**src/hdl/tsse_pkg.sv**
```systemverilog
// ----------------------------------------------------------------------------
// touch sample scaler package
// widths, codes, calibration defaults and control types
// ----------------------------------------------------------------------------
package tsse_pkg;

    // raw sample assembly
    localparam int RAW_BITS  = 12;
    localparam int HI_BITS   = 7;
    localparam int LOW_BITS  = RAW_BITS - HI_BITS;

    // calibration and arithmetic widths
    localparam int CAL_W     = 12;
    localparam int DIFF_W    = ((RAW_BITS > CAL_W) ? RAW_BITS : CAL_W) + 1;
    localparam int RNG_W     = CAL_W + 1;
    localparam int PROD_W    = DIFF_W + RNG_W;
    localparam int MAG_W     = PROD_W - 1;
    localparam int DIV_STEPS = (MAG_W + 1) / 2;
    localparam int QUO_W     = 2 * DIV_STEPS;
    localparam int SUM_W     = QUO_W + 2;
    localparam int STEP_W    = (DIV_STEPS > 1) ? $clog2(DIV_STEPS) : 1;

    localparam int KIND_W    = 2;
    localparam int REG_IDX_W = 3;

    // event kinds
    localparam logic [KIND_W-1:0] KIND_X   = 2'd0;
    localparam logic [KIND_W-1:0] KIND_Y   = 2'd1;
    localparam logic [KIND_W-1:0] KIND_BTN = 2'd2;

    // register indexes
    typedef enum logic [REG_IDX_W-1:0] {
        REG_PHYS_X_START,
        REG_PHYS_X_END,
        REG_PHYS_Y_START,
        REG_PHYS_Y_END,
        REG_DISP_X_MIN,
        REG_DISP_X_MAX,
        REG_DISP_Y_MIN,
        REG_DISP_Y_MAX
    } reg_idx_t;

    typedef struct packed {
        logic [CAL_W-1:0] phys_x_start;
        logic [CAL_W-1:0] phys_x_end;
        logic [CAL_W-1:0] phys_y_start;
        logic [CAL_W-1:0] phys_y_end;
        logic [CAL_W-1:0] disp_x_min;
        logic [CAL_W-1:0] disp_x_max;
        logic [CAL_W-1:0] disp_y_min;
        logic [CAL_W-1:0] disp_y_max;
    } cal_t;

    localparam cal_t CAL_RESET = '{
        phys_x_start: 12'd3856,
        phys_x_end:   12'd176,
        phys_y_start: 12'd3856,
        phys_y_end:   12'd176,
        disp_x_min:   12'd0,
        disp_x_max:   12'd480,
        disp_y_min:   12'd0,
        disp_y_max:   12'd640
    };

    typedef enum logic [3:0] {
        ST_IDLE,
        ST_DECODE,
        ST_MUL,
        ST_DIV_INIT,
        ST_DIV,
        ST_ADJ,
        ST_PLAN,
        ST_EMIT_X,
        ST_EMIT_Y,
        ST_EMIT_BTN
    } state_t;

    // controller to datapath
    typedef struct packed {
        logic              capture;
        logic              mul;
        logic              div_start;
        logic              div_step;
        logic              adj;
        logic              axis;
        logic              emit;
        logic [KIND_W-1:0] emit_kind;
        logic              btn_val;
        logic              emit_last;
    } cmd_t;

    // datapath to controller
    typedef struct packed {
        logic op;
        logic pen_up;
        logic motion_ok;
        logic out_free;
    } stat_t;

endpackage

```
**src/hdl/tsse_in_if.sv**
```systemverilog
// ----------------------------------------------------------------------------
// touch sample input channel
// valid/ready channel carrying one controller reply set
// ----------------------------------------------------------------------------
interface tsse_in_if;
    logic        valid;
    logic        ready;
    logic        op;
    logic        pen_up;
    logic [15:0] reply_a;
    logic [15:0] reply_b;
    logic [15:0] reply_c;

    modport source (output valid, op, pen_up, reply_a, reply_b, reply_c, input ready);
    modport sink   (input valid, op, pen_up, reply_a, reply_b, reply_c, output ready);
endinterface

```
**src/hdl/tsse_out_if.sv**
```systemverilog
// ----------------------------------------------------------------------------
// touch event output channel
// valid/ready channel carrying one input event
// ----------------------------------------------------------------------------
interface tsse_out_if;
    logic                        valid;
    logic                        ready;
    logic [tsse_pkg::KIND_W-1:0] event_kind;
    logic [tsse_pkg::CAL_W-1:0]  event_value;
    logic                        last;

    modport source (output valid, event_kind, event_value, last, input ready);
    modport sink   (input valid, event_kind, event_value, last, output ready);
endinterface

```
**src/hdl/tsse_cfg.sv**
```systemverilog
// ----------------------------------------------------------------------------
// touch sample scaler calibration registers
// write-only register file holding the physical and display ranges
// ----------------------------------------------------------------------------
module tsse_cfg (
    input  logic                           clk,
    input  logic                           rst_n,
    input  logic                           cfg_we,
    input  logic [tsse_pkg::REG_IDX_W-1:0] cfg_index,
    input  logic [tsse_pkg::CAL_W-1:0]     cfg_data,
    output tsse_pkg::cal_t                 cal
);

    tsse_pkg::cal_t cal_reg;
    tsse_pkg::cal_t cal_next;

    // register write decode
    always_comb
    begin
        cal_next = cal_reg;
        if (cfg_we)
        begin
            case (tsse_pkg::reg_idx_t'(cfg_index))
                tsse_pkg::REG_PHYS_X_START: cal_next.phys_x_start = cfg_data;
                tsse_pkg::REG_PHYS_X_END:   cal_next.phys_x_end   = cfg_data;
                tsse_pkg::REG_PHYS_Y_START: cal_next.phys_y_start = cfg_data;
                tsse_pkg::REG_PHYS_Y_END:   cal_next.phys_y_end   = cfg_data;
                tsse_pkg::REG_DISP_X_MIN:   cal_next.disp_x_min   = cfg_data;
                tsse_pkg::REG_DISP_X_MAX:   cal_next.disp_x_max   = cfg_data;
                tsse_pkg::REG_DISP_Y_MIN:   cal_next.disp_y_min   = cfg_data;
                tsse_pkg::REG_DISP_Y_MAX:   cal_next.disp_y_max   = cfg_data;
                default:                    cal_next = cal_reg;
            endcase
        end
    end

    // register storage
    always_ff @(posedge clk or negedge rst_n)
    begin
        if (!rst_n)
        begin
            cal_reg <= tsse_pkg::CAL_RESET;
        end
        else
        begin
            cal_reg <= cal_next;
        end
    end

    assign cal = cal_reg;

endmodule

```
**src/hdl/tsse_dp.sv**
```systemverilog
// ----------------------------------------------------------------------------
// touch sample scaler datapath
// raw assembly, calibration multiply, radix-4 divider, range check, output reg
// ----------------------------------------------------------------------------
module tsse_dp (
    input  logic                          clk,
    input  logic                          rst_n,
    input  tsse_pkg::cmd_t                cmd,
    output tsse_pkg::stat_t               stat,
    input  tsse_pkg::cal_t                cal,
    input  logic                          in_op,
    input  logic                          in_pen_up,
    input  logic [15:0]                   in_reply_a,
    input  logic [15:0]                   in_reply_b,
    input  logic [15:0]                   in_reply_c,
    output logic                          out_valid,
    input  logic                          out_ready,
    output logic [tsse_pkg::KIND_W-1:0]   out_kind,
    output logic [tsse_pkg::CAL_W-1:0]    out_value,
    output logic                          out_last
);

    // captured item
    logic                          op_reg;
    logic                          up_reg;
    logic [tsse_pkg::RAW_BITS-1:0] rx_reg;
    logic [tsse_pkg::RAW_BITS-1:0] ry_reg;

    // arithmetic state
    logic signed [tsse_pkg::PROD_W-1:0] prod_reg;
    logic signed [tsse_pkg::RNG_W-1:0]  span_reg;
    logic [tsse_pkg::QUO_W-1:0]         quo_reg;
    logic [tsse_pkg::CAL_W-1:0]         rem_reg;
    logic [tsse_pkg::CAL_W-1:0]         dvsr_reg;
    logic                               neg_reg;
    logic                               zero_reg;

    // mapped results
    logic [tsse_pkg::CAL_W-1:0] x_val_reg;
    logic [tsse_pkg::CAL_W-1:0] y_val_reg;
    logic                       x_ok_reg;
    logic                       y_ok_reg;

    // output register
    logic                        out_valid_reg;
    logic [tsse_pkg::KIND_W-1:0] out_kind_reg;
    logic [tsse_pkg::CAL_W-1:0]  out_value_reg;
    logic                        out_last_reg;

    logic [tsse_pkg::RAW_BITS-1:0]      raw_sel;
    logic [tsse_pkg::CAL_W-1:0]         ps_sel;
    logic [tsse_pkg::CAL_W-1:0]         pe_sel;
    logic [tsse_pkg::CAL_W-1:0]         dmin_sel;
    logic [tsse_pkg::CAL_W-1:0]         dmax_sel;
    logic signed [tsse_pkg::DIFF_W-1:0] diff;
    logic signed [tsse_pkg::RNG_W-1:0]  rng;
    logic signed [tsse_pkg::RNG_W-1:0]  span;
    logic signed [tsse_pkg::PROD_W-1:0] prod;
    logic [tsse_pkg::PROD_W-1:0]        prod_abs;
    logic [tsse_pkg::RNG_W-1:0]         span_abs;
    logic [tsse_pkg::CAL_W:0]           trial;
    logic [tsse_pkg::CAL_W-1:0]         rem_step;
    logic [tsse_pkg::QUO_W-1:0]         quo_step;
    logic signed [tsse_pkg::QUO_W:0]    quo_s;
    logic signed [tsse_pkg::QUO_W:0]    quo_signed;
    logic signed [tsse_pkg::SUM_W-1:0]  sum;
    logic signed [tsse_pkg::SUM_W-1:0]  dmin_s;
    logic signed [tsse_pkg::SUM_W-1:0]  dmax_s;
    logic                               in_box;
    logic [tsse_pkg::CAL_W-1:0]         emit_value;

    // axis selection of sample and calibration
    always_comb
    begin
        if (cmd.axis)
        begin
            raw_sel  = ry_reg;
            ps_sel   = cal.phys_y_start;
            pe_sel   = cal.phys_y_end;
            dmin_sel = cal.disp_y_min;
            dmax_sel = cal.disp_y_max;
        end
        else
        begin
            raw_sel  = rx_reg;
            ps_sel   = cal.phys_x_start;
            pe_sel   = cal.phys_x_end;
            dmin_sel = cal.disp_x_min;
            dmax_sel = cal.disp_x_max;
        end
    end

    // offset, display range, physical span and their product
    assign diff = $signed({1'b0, (tsse_pkg::DIFF_W-1)'(raw_sel)})
                - $signed({1'b0, (tsse_pkg::DIFF_W-1)'(ps_sel)});
    assign rng  = $signed({1'b0, dmax_sel}) - $signed({1'b0, dmin_sel});
    assign span = $signed({1'b0, pe_sel}) - $signed({1'b0, ps_sel});
    assign prod = (tsse_pkg::PROD_W)'(diff) * (tsse_pkg::PROD_W)'(rng);

    // magnitudes for the unsigned divider
    assign prod_abs = prod_reg[tsse_pkg::PROD_W-1] ? -prod_reg : prod_reg;
    assign span_abs = span_reg[tsse_pkg::RNG_W-1] ? -span_reg : span_reg;

    // two restoring quotient bits per step
    always_comb
    begin
        rem_step = rem_reg;
        quo_step = quo_reg;
        trial    = '0;
        for (int i = 0; i < 2; i++)
        begin
            trial    = {rem_step, quo_step[tsse_pkg::QUO_W-1]};
            quo_step = {quo_step[tsse_pkg::QUO_W-2:0], 1'b0};
            if (trial >= {1'b0, dvsr_reg})
            begin
                trial       = trial - {1'b0, dvsr_reg};
                quo_step[0] = 1'b1;
            end
            rem_step = trial[tsse_pkg::CAL_W-1:0];
        end
    end

    // signed quotient plus display offset and box check
    assign quo_s      = $signed({1'b0, quo_reg});
    assign quo_signed = neg_reg ? -quo_s : quo_s;
    assign sum        = (tsse_pkg::SUM_W)'(quo_signed) + dmin_s;
    assign dmin_s     = $signed((tsse_pkg::SUM_W)'(dmin_sel));
    assign dmax_s     = $signed((tsse_pkg::SUM_W)'(dmax_sel));
    assign in_box     = !zero_reg && (sum >= dmin_s) && (sum <= dmax_s);

    // item capture and arithmetic registers
    always_ff @(posedge clk)
    begin
        if (cmd.capture)
        begin
            op_reg <= in_op;
            up_reg <= in_pen_up;
            rx_reg <= {in_reply_a[tsse_pkg::HI_BITS-1:0],
                       in_reply_b[15 -: tsse_pkg::LOW_BITS]};
            ry_reg <= {in_reply_b[tsse_pkg::HI_BITS-1:0],
                       in_reply_c[15 -: tsse_pkg::LOW_BITS]};
        end
        if (cmd.mul)
        begin
            prod_reg <= prod;
            span_reg <= span;
        end
        if (cmd.div_start)
        begin
            neg_reg  <= prod_reg[tsse_pkg::PROD_W-1] ^ span_reg[tsse_pkg::RNG_W-1];
            zero_reg <= (span_reg == '0);
            quo_reg  <= (tsse_pkg::QUO_W)'(prod_abs[tsse_pkg::MAG_W-1:0]);
            dvsr_reg <= span_abs[tsse_pkg::CAL_W-1:0];
            rem_reg  <= '0;
        end
        if (cmd.div_step)
        begin
            quo_reg <= quo_step;
            rem_reg <= rem_step;
        end
    end

    // mapped result registers
    always_ff @(posedge clk or negedge rst_n)
    begin
        if (!rst_n)
        begin
            x_ok_reg <= 1'b0;
            y_ok_reg <= 1'b0;
        end
        else if (cmd.adj)
        begin
            if (cmd.axis)
            begin
                y_ok_reg <= in_box;
            end
            else
            begin
                x_ok_reg <= in_box;
            end
        end
    end

    always_ff @(posedge clk)
    begin
        if (cmd.adj)
        begin
            if (cmd.axis)
            begin
                y_val_reg <= sum[tsse_pkg::CAL_W-1:0];
            end
            else
            begin
                x_val_reg <= sum[tsse_pkg::CAL_W-1:0];
            end
        end
    end

    // event value by kind
    always_comb
    begin
        case (cmd.emit_kind)
            tsse_pkg::KIND_X: emit_value = x_val_reg;
            tsse_pkg::KIND_Y: emit_value = y_val_reg;
            default:          emit_value = (tsse_pkg::CAL_W)'(cmd.btn_val);
        endcase
    end

    // output register valid
    always_ff @(posedge clk or negedge rst_n)
    begin
        if (!rst_n)
        begin
            out_valid_reg <= 1'b0;
        end
        else if (cmd.emit)
        begin
            out_valid_reg <= 1'b1;
        end
        else if (out_ready)
        begin
            out_valid_reg <= 1'b0;
        end
    end

    // output register payload
    always_ff @(posedge clk)
    begin
        if (cmd.emit)
        begin
            out_kind_reg  <= cmd.emit_kind;
            out_value_reg <= emit_value;
            out_last_reg  <= cmd.emit_last;
        end
    end

    assign out_valid = out_valid_reg;
    assign out_kind  = out_kind_reg;
    assign out_value = out_value_reg;
    assign out_last  = out_last_reg;

    // status back to the controller
    assign stat.op        = op_reg;
    assign stat.pen_up    = up_reg;
    assign stat.motion_ok = x_ok_reg & y_ok_reg;
    assign stat.out_free  = !out_valid_reg || out_ready;

endmodule

```
**src/hdl/tsse_ctrl.sv**
```systemverilog
// ----------------------------------------------------------------------------
// touch sample scaler controller
// sequences capture, per-axis mapping and event emission; holds touch state
// ----------------------------------------------------------------------------
module tsse_ctrl (
    input  logic            clk,
    input  logic            rst_n,
    input  logic            in_valid,
    output logic            in_ready,
    output tsse_pkg::cmd_t  cmd,
    input  tsse_pkg::stat_t stat
);

    tsse_pkg::state_t             state_reg;
    tsse_pkg::state_t             state_next;
    logic [tsse_pkg::STEP_W-1:0]  cnt_reg;
    logic [tsse_pkg::STEP_W-1:0]  cnt_next;
    logic                         axis_reg;
    logic                         axis_next;
    logic                         touching_reg;
    logic                         touching_next;
    logic                         is_press_reg;
    logic                         is_press_next;
    logic                         btn_val_reg;
    logic                         btn_val_next;

    // state and control registers
    always_ff @(posedge clk or negedge rst_n)
    begin
        if (!rst_n)
        begin
            state_reg    <= tsse_pkg::ST_IDLE;
            cnt_reg      <= '0;
            axis_reg     <= 1'b0;
            touching_reg <= 1'b0;
            is_press_reg <= 1'b0;
            btn_val_reg  <= 1'b0;
        end
        else
        begin
            state_reg    <= state_next;
            cnt_reg      <= cnt_next;
            axis_reg     <= axis_next;
            touching_reg <= touching_next;
            is_press_reg <= is_press_next;
            btn_val_reg  <= btn_val_next;
        end
    end

    // next state and commands
    always_comb
    begin
        state_next    = state_reg;
        cnt_next      = cnt_reg;
        axis_next     = axis_reg;
        touching_next = touching_reg;
        is_press_next = is_press_reg;
        btn_val_next  = btn_val_reg;
        in_ready      = 1'b0;
        cmd           = '0;
        cmd.axis      = axis_reg;
        cmd.btn_val   = btn_val_reg;

        case (state_reg)
            tsse_pkg::ST_IDLE:
            begin
                in_ready    = 1'b1;
                cmd.capture = in_valid;
                if (in_valid)
                begin
                    state_next = tsse_pkg::ST_DECODE;
                end
            end

            // press, poll with pen lifted, poll while held, or stray poll
            tsse_pkg::ST_DECODE:
            begin
                axis_next = 1'b0;
                if (!stat.op)
                begin
                    is_press_next = 1'b1;
                    btn_val_next  = 1'b1;
                    touching_next = 1'b1;
                    state_next    = tsse_pkg::ST_MUL;
                end
                else if (touching_reg && stat.pen_up)
                begin
                    btn_val_next  = 1'b0;
                    touching_next = 1'b0;
                    state_next    = tsse_pkg::ST_EMIT_BTN;
                end
                else if (touching_reg)
                begin
                    is_press_next = 1'b0;
                    state_next    = tsse_pkg::ST_MUL;
                end
                else
                begin
                    state_next = tsse_pkg::ST_IDLE;
                end
            end

            tsse_pkg::ST_MUL:
            begin
                cmd.mul    = 1'b1;
                state_next = tsse_pkg::ST_DIV_INIT;
            end

            tsse_pkg::ST_DIV_INIT:
            begin
                cmd.div_start = 1'b1;
                cnt_next      = '0;
                state_next    = tsse_pkg::ST_DIV;
            end

            tsse_pkg::ST_DIV:
            begin
                cmd.div_step = 1'b1;
                if (cnt_reg == (tsse_pkg::STEP_W)'(tsse_pkg::DIV_STEPS - 1))
                begin
                    state_next = tsse_pkg::ST_ADJ;
                end
                else
                begin
                    cnt_next = cnt_reg + (tsse_pkg::STEP_W)'(1);
                end
            end

            // finish this axis, then the other one
            tsse_pkg::ST_ADJ:
            begin
                cmd.adj = 1'b1;
                if (!axis_reg)
                begin
                    axis_next  = 1'b1;
                    state_next = tsse_pkg::ST_MUL;
                end
                else
                begin
                    state_next = tsse_pkg::ST_PLAN;
                end
            end

            tsse_pkg::ST_PLAN:
            begin
                if (stat.motion_ok)
                begin
                    state_next = tsse_pkg::ST_EMIT_X;
                end
                else if (is_press_reg)
                begin
                    state_next = tsse_pkg::ST_EMIT_BTN;
                end
                else
                begin
                    state_next = tsse_pkg::ST_IDLE;
                end
            end

            tsse_pkg::ST_EMIT_X:
            begin
                cmd.emit_kind = tsse_pkg::KIND_X;
                if (stat.out_free)
                begin
                    cmd.emit   = 1'b1;
                    state_next = tsse_pkg::ST_EMIT_Y;
                end
            end

            tsse_pkg::ST_EMIT_Y:
            begin
                cmd.emit_kind = tsse_pkg::KIND_Y;
                cmd.emit_last = !is_press_reg;
                if (stat.out_free)
                begin
                    cmd.emit   = 1'b1;
                    state_next = is_press_reg ? tsse_pkg::ST_EMIT_BTN : tsse_pkg::ST_IDLE;
                end
            end

            tsse_pkg::ST_EMIT_BTN:
            begin
                cmd.emit_kind = tsse_pkg::KIND_BTN;
                cmd.emit_last = 1'b1;
                if (stat.out_free)
                begin
                    cmd.emit   = 1'b1;
                    state_next = tsse_pkg::ST_IDLE;
                end
            end

            default:
            begin
                state_next = tsse_pkg::ST_IDLE;
            end
        endcase
    end

endmodule

```
**src/hdl/touch_sample_scaler_events_unit.sv**
```systemverilog
// ----------------------------------------------------------------------------
// touch sample scaler events unit: one item at a time
// shared radix-4 divider: 13 steps per axis, X then Y
// reset clears touch state and control, loads calibration defaults
// ----------------------------------------------------------------------------
module touch_sample_scaler_events_unit (
    input  logic                           clk,
    input  logic                           rst_n,
    tsse_in_if.sink                        in_ch,
    tsse_out_if.source                     out_ch,
    input  logic                           cfg_we,
    input  logic [tsse_pkg::REG_IDX_W-1:0] cfg_index,
    input  logic [tsse_pkg::CAL_W-1:0]     cfg_data
);

    tsse_pkg::cal_t  cal;
    tsse_pkg::cmd_t  cmd;
    tsse_pkg::stat_t stat;

    // calibration registers
    tsse_cfg u_cfg (
        .clk       (clk),
        .rst_n     (rst_n),
        .cfg_we    (cfg_we),
        .cfg_index (cfg_index),
        .cfg_data  (cfg_data),
        .cal       (cal)
    );

    // sequencing
    tsse_ctrl u_ctrl (
        .clk      (clk),
        .rst_n    (rst_n),
        .in_valid (in_ch.valid),
        .in_ready (in_ch.ready),
        .cmd      (cmd),
        .stat     (stat)
    );

    // arithmetic and output register
    tsse_dp u_dp (
        .clk        (clk),
        .rst_n      (rst_n),
        .cmd        (cmd),
        .stat       (stat),
        .cal        (cal),
        .in_op      (in_ch.op),
        .in_pen_up  (in_ch.pen_up),
        .in_reply_a (in_ch.reply_a),
        .in_reply_b (in_ch.reply_b),
        .in_reply_c (in_ch.reply_c),
        .out_valid  (out_ch.valid),
        .out_ready  (out_ch.ready),
        .out_kind   (out_ch.event_kind),
        .out_value  (out_ch.event_value),
        .out_last   (out_ch.last)
    );

endmodule

```
**src/flat_wrapper.sv**
```systemverilog
// flat-port wrapper written by rule: the top's interface ports become plain ports
module touch_sample_scaler_events_unit_flat 
  (clk, rst_n, cfg_we, cfg_index, cfg_data, in_ch_valid, in_ch_op, in_ch_pen_up, in_ch_reply_a, in_ch_reply_b, in_ch_reply_c, in_ch_ready, out_ch_valid, out_ch_event_kind, out_ch_event_value, out_ch_last, out_ch_ready);
  tsse_in_if in_ch_i ();
  tsse_out_if out_ch_i ();
  input  logic clk;
  input  logic rst_n;
  input  logic cfg_we;
  input  logic [tsse_pkg::REG_IDX_W-1:0] cfg_index;
  input  logic [tsse_pkg::CAL_W-1:0] cfg_data;
  input wire logic [$bits(in_ch_i.valid)-1:0] in_ch_valid;
  input wire logic [$bits(in_ch_i.op)-1:0] in_ch_op;
  input wire logic [$bits(in_ch_i.pen_up)-1:0] in_ch_pen_up;
  input wire logic [$bits(in_ch_i.reply_a)-1:0] in_ch_reply_a;
  input wire logic [$bits(in_ch_i.reply_b)-1:0] in_ch_reply_b;
  input wire logic [$bits(in_ch_i.reply_c)-1:0] in_ch_reply_c;
  output wire logic [$bits(in_ch_i.ready)-1:0] in_ch_ready;
  output wire logic [$bits(out_ch_i.valid)-1:0] out_ch_valid;
  output wire logic [$bits(out_ch_i.event_kind)-1:0] out_ch_event_kind;
  output wire logic [$bits(out_ch_i.event_value)-1:0] out_ch_event_value;
  output wire logic [$bits(out_ch_i.last)-1:0] out_ch_last;
  input wire logic [$bits(out_ch_i.ready)-1:0] out_ch_ready;
  assign in_ch_i.valid = in_ch_valid;
  assign in_ch_i.op = in_ch_op;
  assign in_ch_i.pen_up = in_ch_pen_up;
  assign in_ch_i.reply_a = in_ch_reply_a;
  assign in_ch_i.reply_b = in_ch_reply_b;
  assign in_ch_i.reply_c = in_ch_reply_c;
  assign in_ch_ready = in_ch_i.ready;
  assign out_ch_valid = out_ch_i.valid;
  assign out_ch_event_kind = out_ch_i.event_kind;
  assign out_ch_event_value = out_ch_i.event_value;
  assign out_ch_last = out_ch_i.last;
  assign out_ch_i.ready = out_ch_ready;
  touch_sample_scaler_events_unit u_core (.clk(clk), .rst_n(rst_n), .in_ch(in_ch_i), .out_ch(out_ch_i), .cfg_we(cfg_we), .cfg_index(cfg_index), .cfg_data(cfg_data));
endmodule
```
**config.mk**
```make
export PLATFORM = sky130hd
export DESIGN_NAME = touch_sample_scaler_events_unit_flat
export DESIGN_NICKNAME = d
export VERILOG_FILES = /design/src/hdl/tsse_pkg.sv /design/src/hdl/tsse_in_if.sv /design/src/hdl/tsse_out_if.sv /design/src/hdl/tsse_cfg.sv /design/src/hdl/tsse_dp.sv /design/src/hdl/tsse_ctrl.sv /design/src/hdl/touch_sample_scaler_events_unit.sv /design/src/flat_wrapper.sv
export SDC_FILE = /design/constraint.sdc
export NUM_CORES = 1
export LEC_CHECK = 0
export BUFFER_PORTS_ARGS = -buffer_cell sky130_fd_sc_hd__buf_2
export CAP_MARGIN = 20
export CORE_ASPECT_RATIO = 1.2
export CORE_MARGIN = 2
export CORE_UTILIZATION = 45
export DETAILED_ROUTE_END_ITERATION = 12
export HOLD_SLACK_MARGIN = 0.03
export PLACE_DENSITY_LB_ADDON = 0.15
export SYNTH_ARGS = -nofsm -noshare
export SYNTH_HDL_FRONTEND = slang
export SYNTH_HIERARCHICAL = 1
export SYNTH_SLANG_ARGS = --single-unit
```
**constraint.sdc**
```tcl
create_clock -name clk -period 12.5 [get_ports clk]
set_input_delay 1.25 -clock clk [delete_from_list [all_inputs] [get_ports clk]]
set_output_delay 1.25 -clock clk [all_outputs]
set_load 0.01 [all_outputs]
```
==> reports/qor.yml <==
global_routing:
  grt_start_max_net_pins: 69
  grt_pass1_vias: 16300
  grt_pass1_wl_um: 87600
  grt_use_total_pct: 21.3
  antenna_found_initial: 0
  overflow: 0
setup_path:
  cp.arrival_ns: 10.65
  reg2regPathDepth: 32
  crit_type: "reg -> reg"
  r2r-start: "u_core/u_ctrl/axis_reg"
  cp-startpoint: "u_core/u_ctrl/axis_reg"
  cp_common_cell: "fa_1"
  slowest_delay_ns: 0.80
  reg2reg_slack_ns: 2.12
  cp_slowest_cell: "dfrtp_2"
  cp_max_fo: 25
  end_kind: "register"
  startpoint_type: "register"
  r2r-end: "u_core/u_dp/prod_reg[25]"
  critPathRequiredTime_ns: 12.77
clock_network:
  cts_resized: 0
  cts_post_setup_buffers_inserted: 0
  cts_buffers: 29
  cts.htree.levels: 1
  cts_hold_buf: 0
  cts_tree: "yes"
  clock_latency_ns: 0.58
  cts.sinks: 266
  cts.clk_slew.worst_paths_ns: 0.06
  root_buffer: "clkbuf_16"
  clockBufferDepth: 3
logic_synthesis:
  yosysTopAreaCell: "edfxtp_1"
  synth_xor_area_share_pct: 5.35
  ys_seq_elements: 266
  syn-num-nets: 2575
  synth-seq-area-share_pct: 33.0
  synth.most_common_cell: "inv_1"
  synth-adder-area-share_pct: 24.1
  synth_mux_area_share_pct: 9.04
  synth_top_cell_area_share_pct: 20.7
  synth-compound-area-share_pct: 9.86
  synth_area_leaders: "edfxtp_1 (21%), fa_1 (15%), dfrtp_1 (9.7%), ha_1 (9.1%), mux2_2 (6.2%)"
  synth_edf_count: 156
  synthArstFlopShare_pct: 41.4
  syn-instance-count: 2171
  synth_ff_type: "edfxtp_1"
  yosys_warnings: 6
  synth_top_family_by_area: "adder cells"
  post_synth.cell_area_avg_um2: 10.4
  yosys.area_share.simple_pct: 12.3
  synth_common_cells: "inv_1 (282), fa_1 (169), nand2_1 (168)"
  syn-cell-area_um2: 22600
  synth.distinct_cells: 87
routing:
  routed_via_density: 5.53
  ant_nets: 0
  drtPass1Iterations: 8
  drc: 0
  wirelength_um: 54600
  via_count: 15900
  first_iter_violations: 808
  wl_per_cell_um: 19.0
timing:
  rsz0062_at_grt: "false"
  maxSlewViolCount: 0
  hold_violations: 0
  setup_viol: 0
  clock-skew-final_ns: 0.0140
  fmax_mhz: 96.4
  period_share_pct: 83.0
  worst_pin_slew_ns: 1.06
  maxSlewHeadroom_pct: 28.8
  tns_ns: 0
  period_needed_ns: 10.38
final_layout:
  n_antenna_cell: 0
  syn2layout_area_growth_pct: 8.43
  nets: 2622
  layout-drive-gt1-share_pct: 14.7
  largest_register_ffs: 96
status:
  outcome: "finished clean"
floorplanning:
  die-area_um2: 52000
  num_rows: 89
  core_um2: 49400
  start_util_pct: 45.7
  ios: 87
  die_w_um: 209
  dieHeight_um: 249
placed_design:
  gp_congestion: 0.889
  numPortBuffers: 62
  hpwl_um: 43300
min_path:
  holdPathEnd: "u_core/u_dp/dvsr_reg[0]"
  hold_depth: 0
  hp-start: "u_core/u_dp/span_reg[0]"
  worst_hold_path_type: "reg -> reg"
run:
  drv_cap: 0
worst max path at each step:
stage,endpoint,slack [ns],cells past startpoint
6_report,u_core/u_dp/prod_reg[25],2.12,32
5_1_grt,u_core/u_dp/prod_reg[25],1.47,29
4_1_cts,u_core/u_dp/prod_reg[25],2.11,29
3_5_place_dp,u_core/u_dp/prod_reg[25],2.18,29
3_3_place_gp,u_core/u_dp/prod_reg[25],2.35,32
2_1_floorplan,u_core/u_dp/prod_reg[25],3.38,34
stage by stage:
stage / setup WS (ns) / cell area [µm²] / hold slack [ns] / cells / util, %
after floorplan: 3.38 / 22600 / 0.453 / 2171 / -
after global placement: 2.35 / 23600 / 0.475 / 2824 / 47.6
after detailed placement: 2.18 / 23600 / 0.480 / 2824 / 47.6
after CTS: 2.11 / 24500 / 0.495 / 2878 / 49.5
after global routing: 1.47 / 24500 / 0.518 / 2878 / 49.5
final: 2.12 / 24500 / 0.501 / 2878 / 49.5
layout by cell type, fill, tap and decap left out, types with 11 or more instances in the layout:
cell type / count
nand3_1: 24
dfstp_2: 22
o31ai_1: 19
or2_2: 11
buf_4: 25
ha_1: 165
o21ai_0: 103
edfxtp_1: 156
xor2_1: 49
or3_1: 16
xnor2_1: 89
nand2b_1: 36
inv_1: 282
nand4_1: 13
buf_2: 61
a211oi_1: 11
o41ai_1: 12
dfrtp_1: 87
clkbuf_16: 29
a21oi_1: 69
nor4_1: 11
a21boi_0: 11
a21o_1: 21
nor3_1: 39
fa_1: 169
mux2i_1: 56
mux2_2: 125
nand2_1: 168
and2_1: 18
o21a_1: 14
nor2b_1: 19
nor2_1: 147
layer usage:
metal	GRT usage [%]	routed length [µm]
met5	0	0
met4	7.27	1720
met3	1.91	2030
met2	37.7	27900
met1	27.3	22900
worst max-delay path, delay by kind of cell, from the launching register on:
kind,cells,cell delay [ns]
AOI/OAI and AO/OA,12,3.10
xor gates and xnor gates,2,0.85
adders and majority gates,8,3.76
buffers and inverters,5,0.71
DFF,1,0.80
muxes,1,0.27
and+or+nand+nor,4,0.53
area by class of cell:
cell class,instances,area [µm²]
fillers,4591,24900
multi-input cells,1551,13700
flip-flops and latches,266,7470
inverters,284,1070
clock buffers,39,817
well taps,637,797
repair buffers,86,493
clock inverters,15,131
cell families after synthesis:
group / Yosys count
xor gates and xnor gates: 138
buffers and inverters: 354
muxes: 186
DFF: 266
adders and majority gates: 334
AOI/OAI and AO/OA: 340
and+or+nand+nor: 553
Power is not shown: default switching activity piles up to over one toggle a cycle in this logic, so the estimate is an artifact.
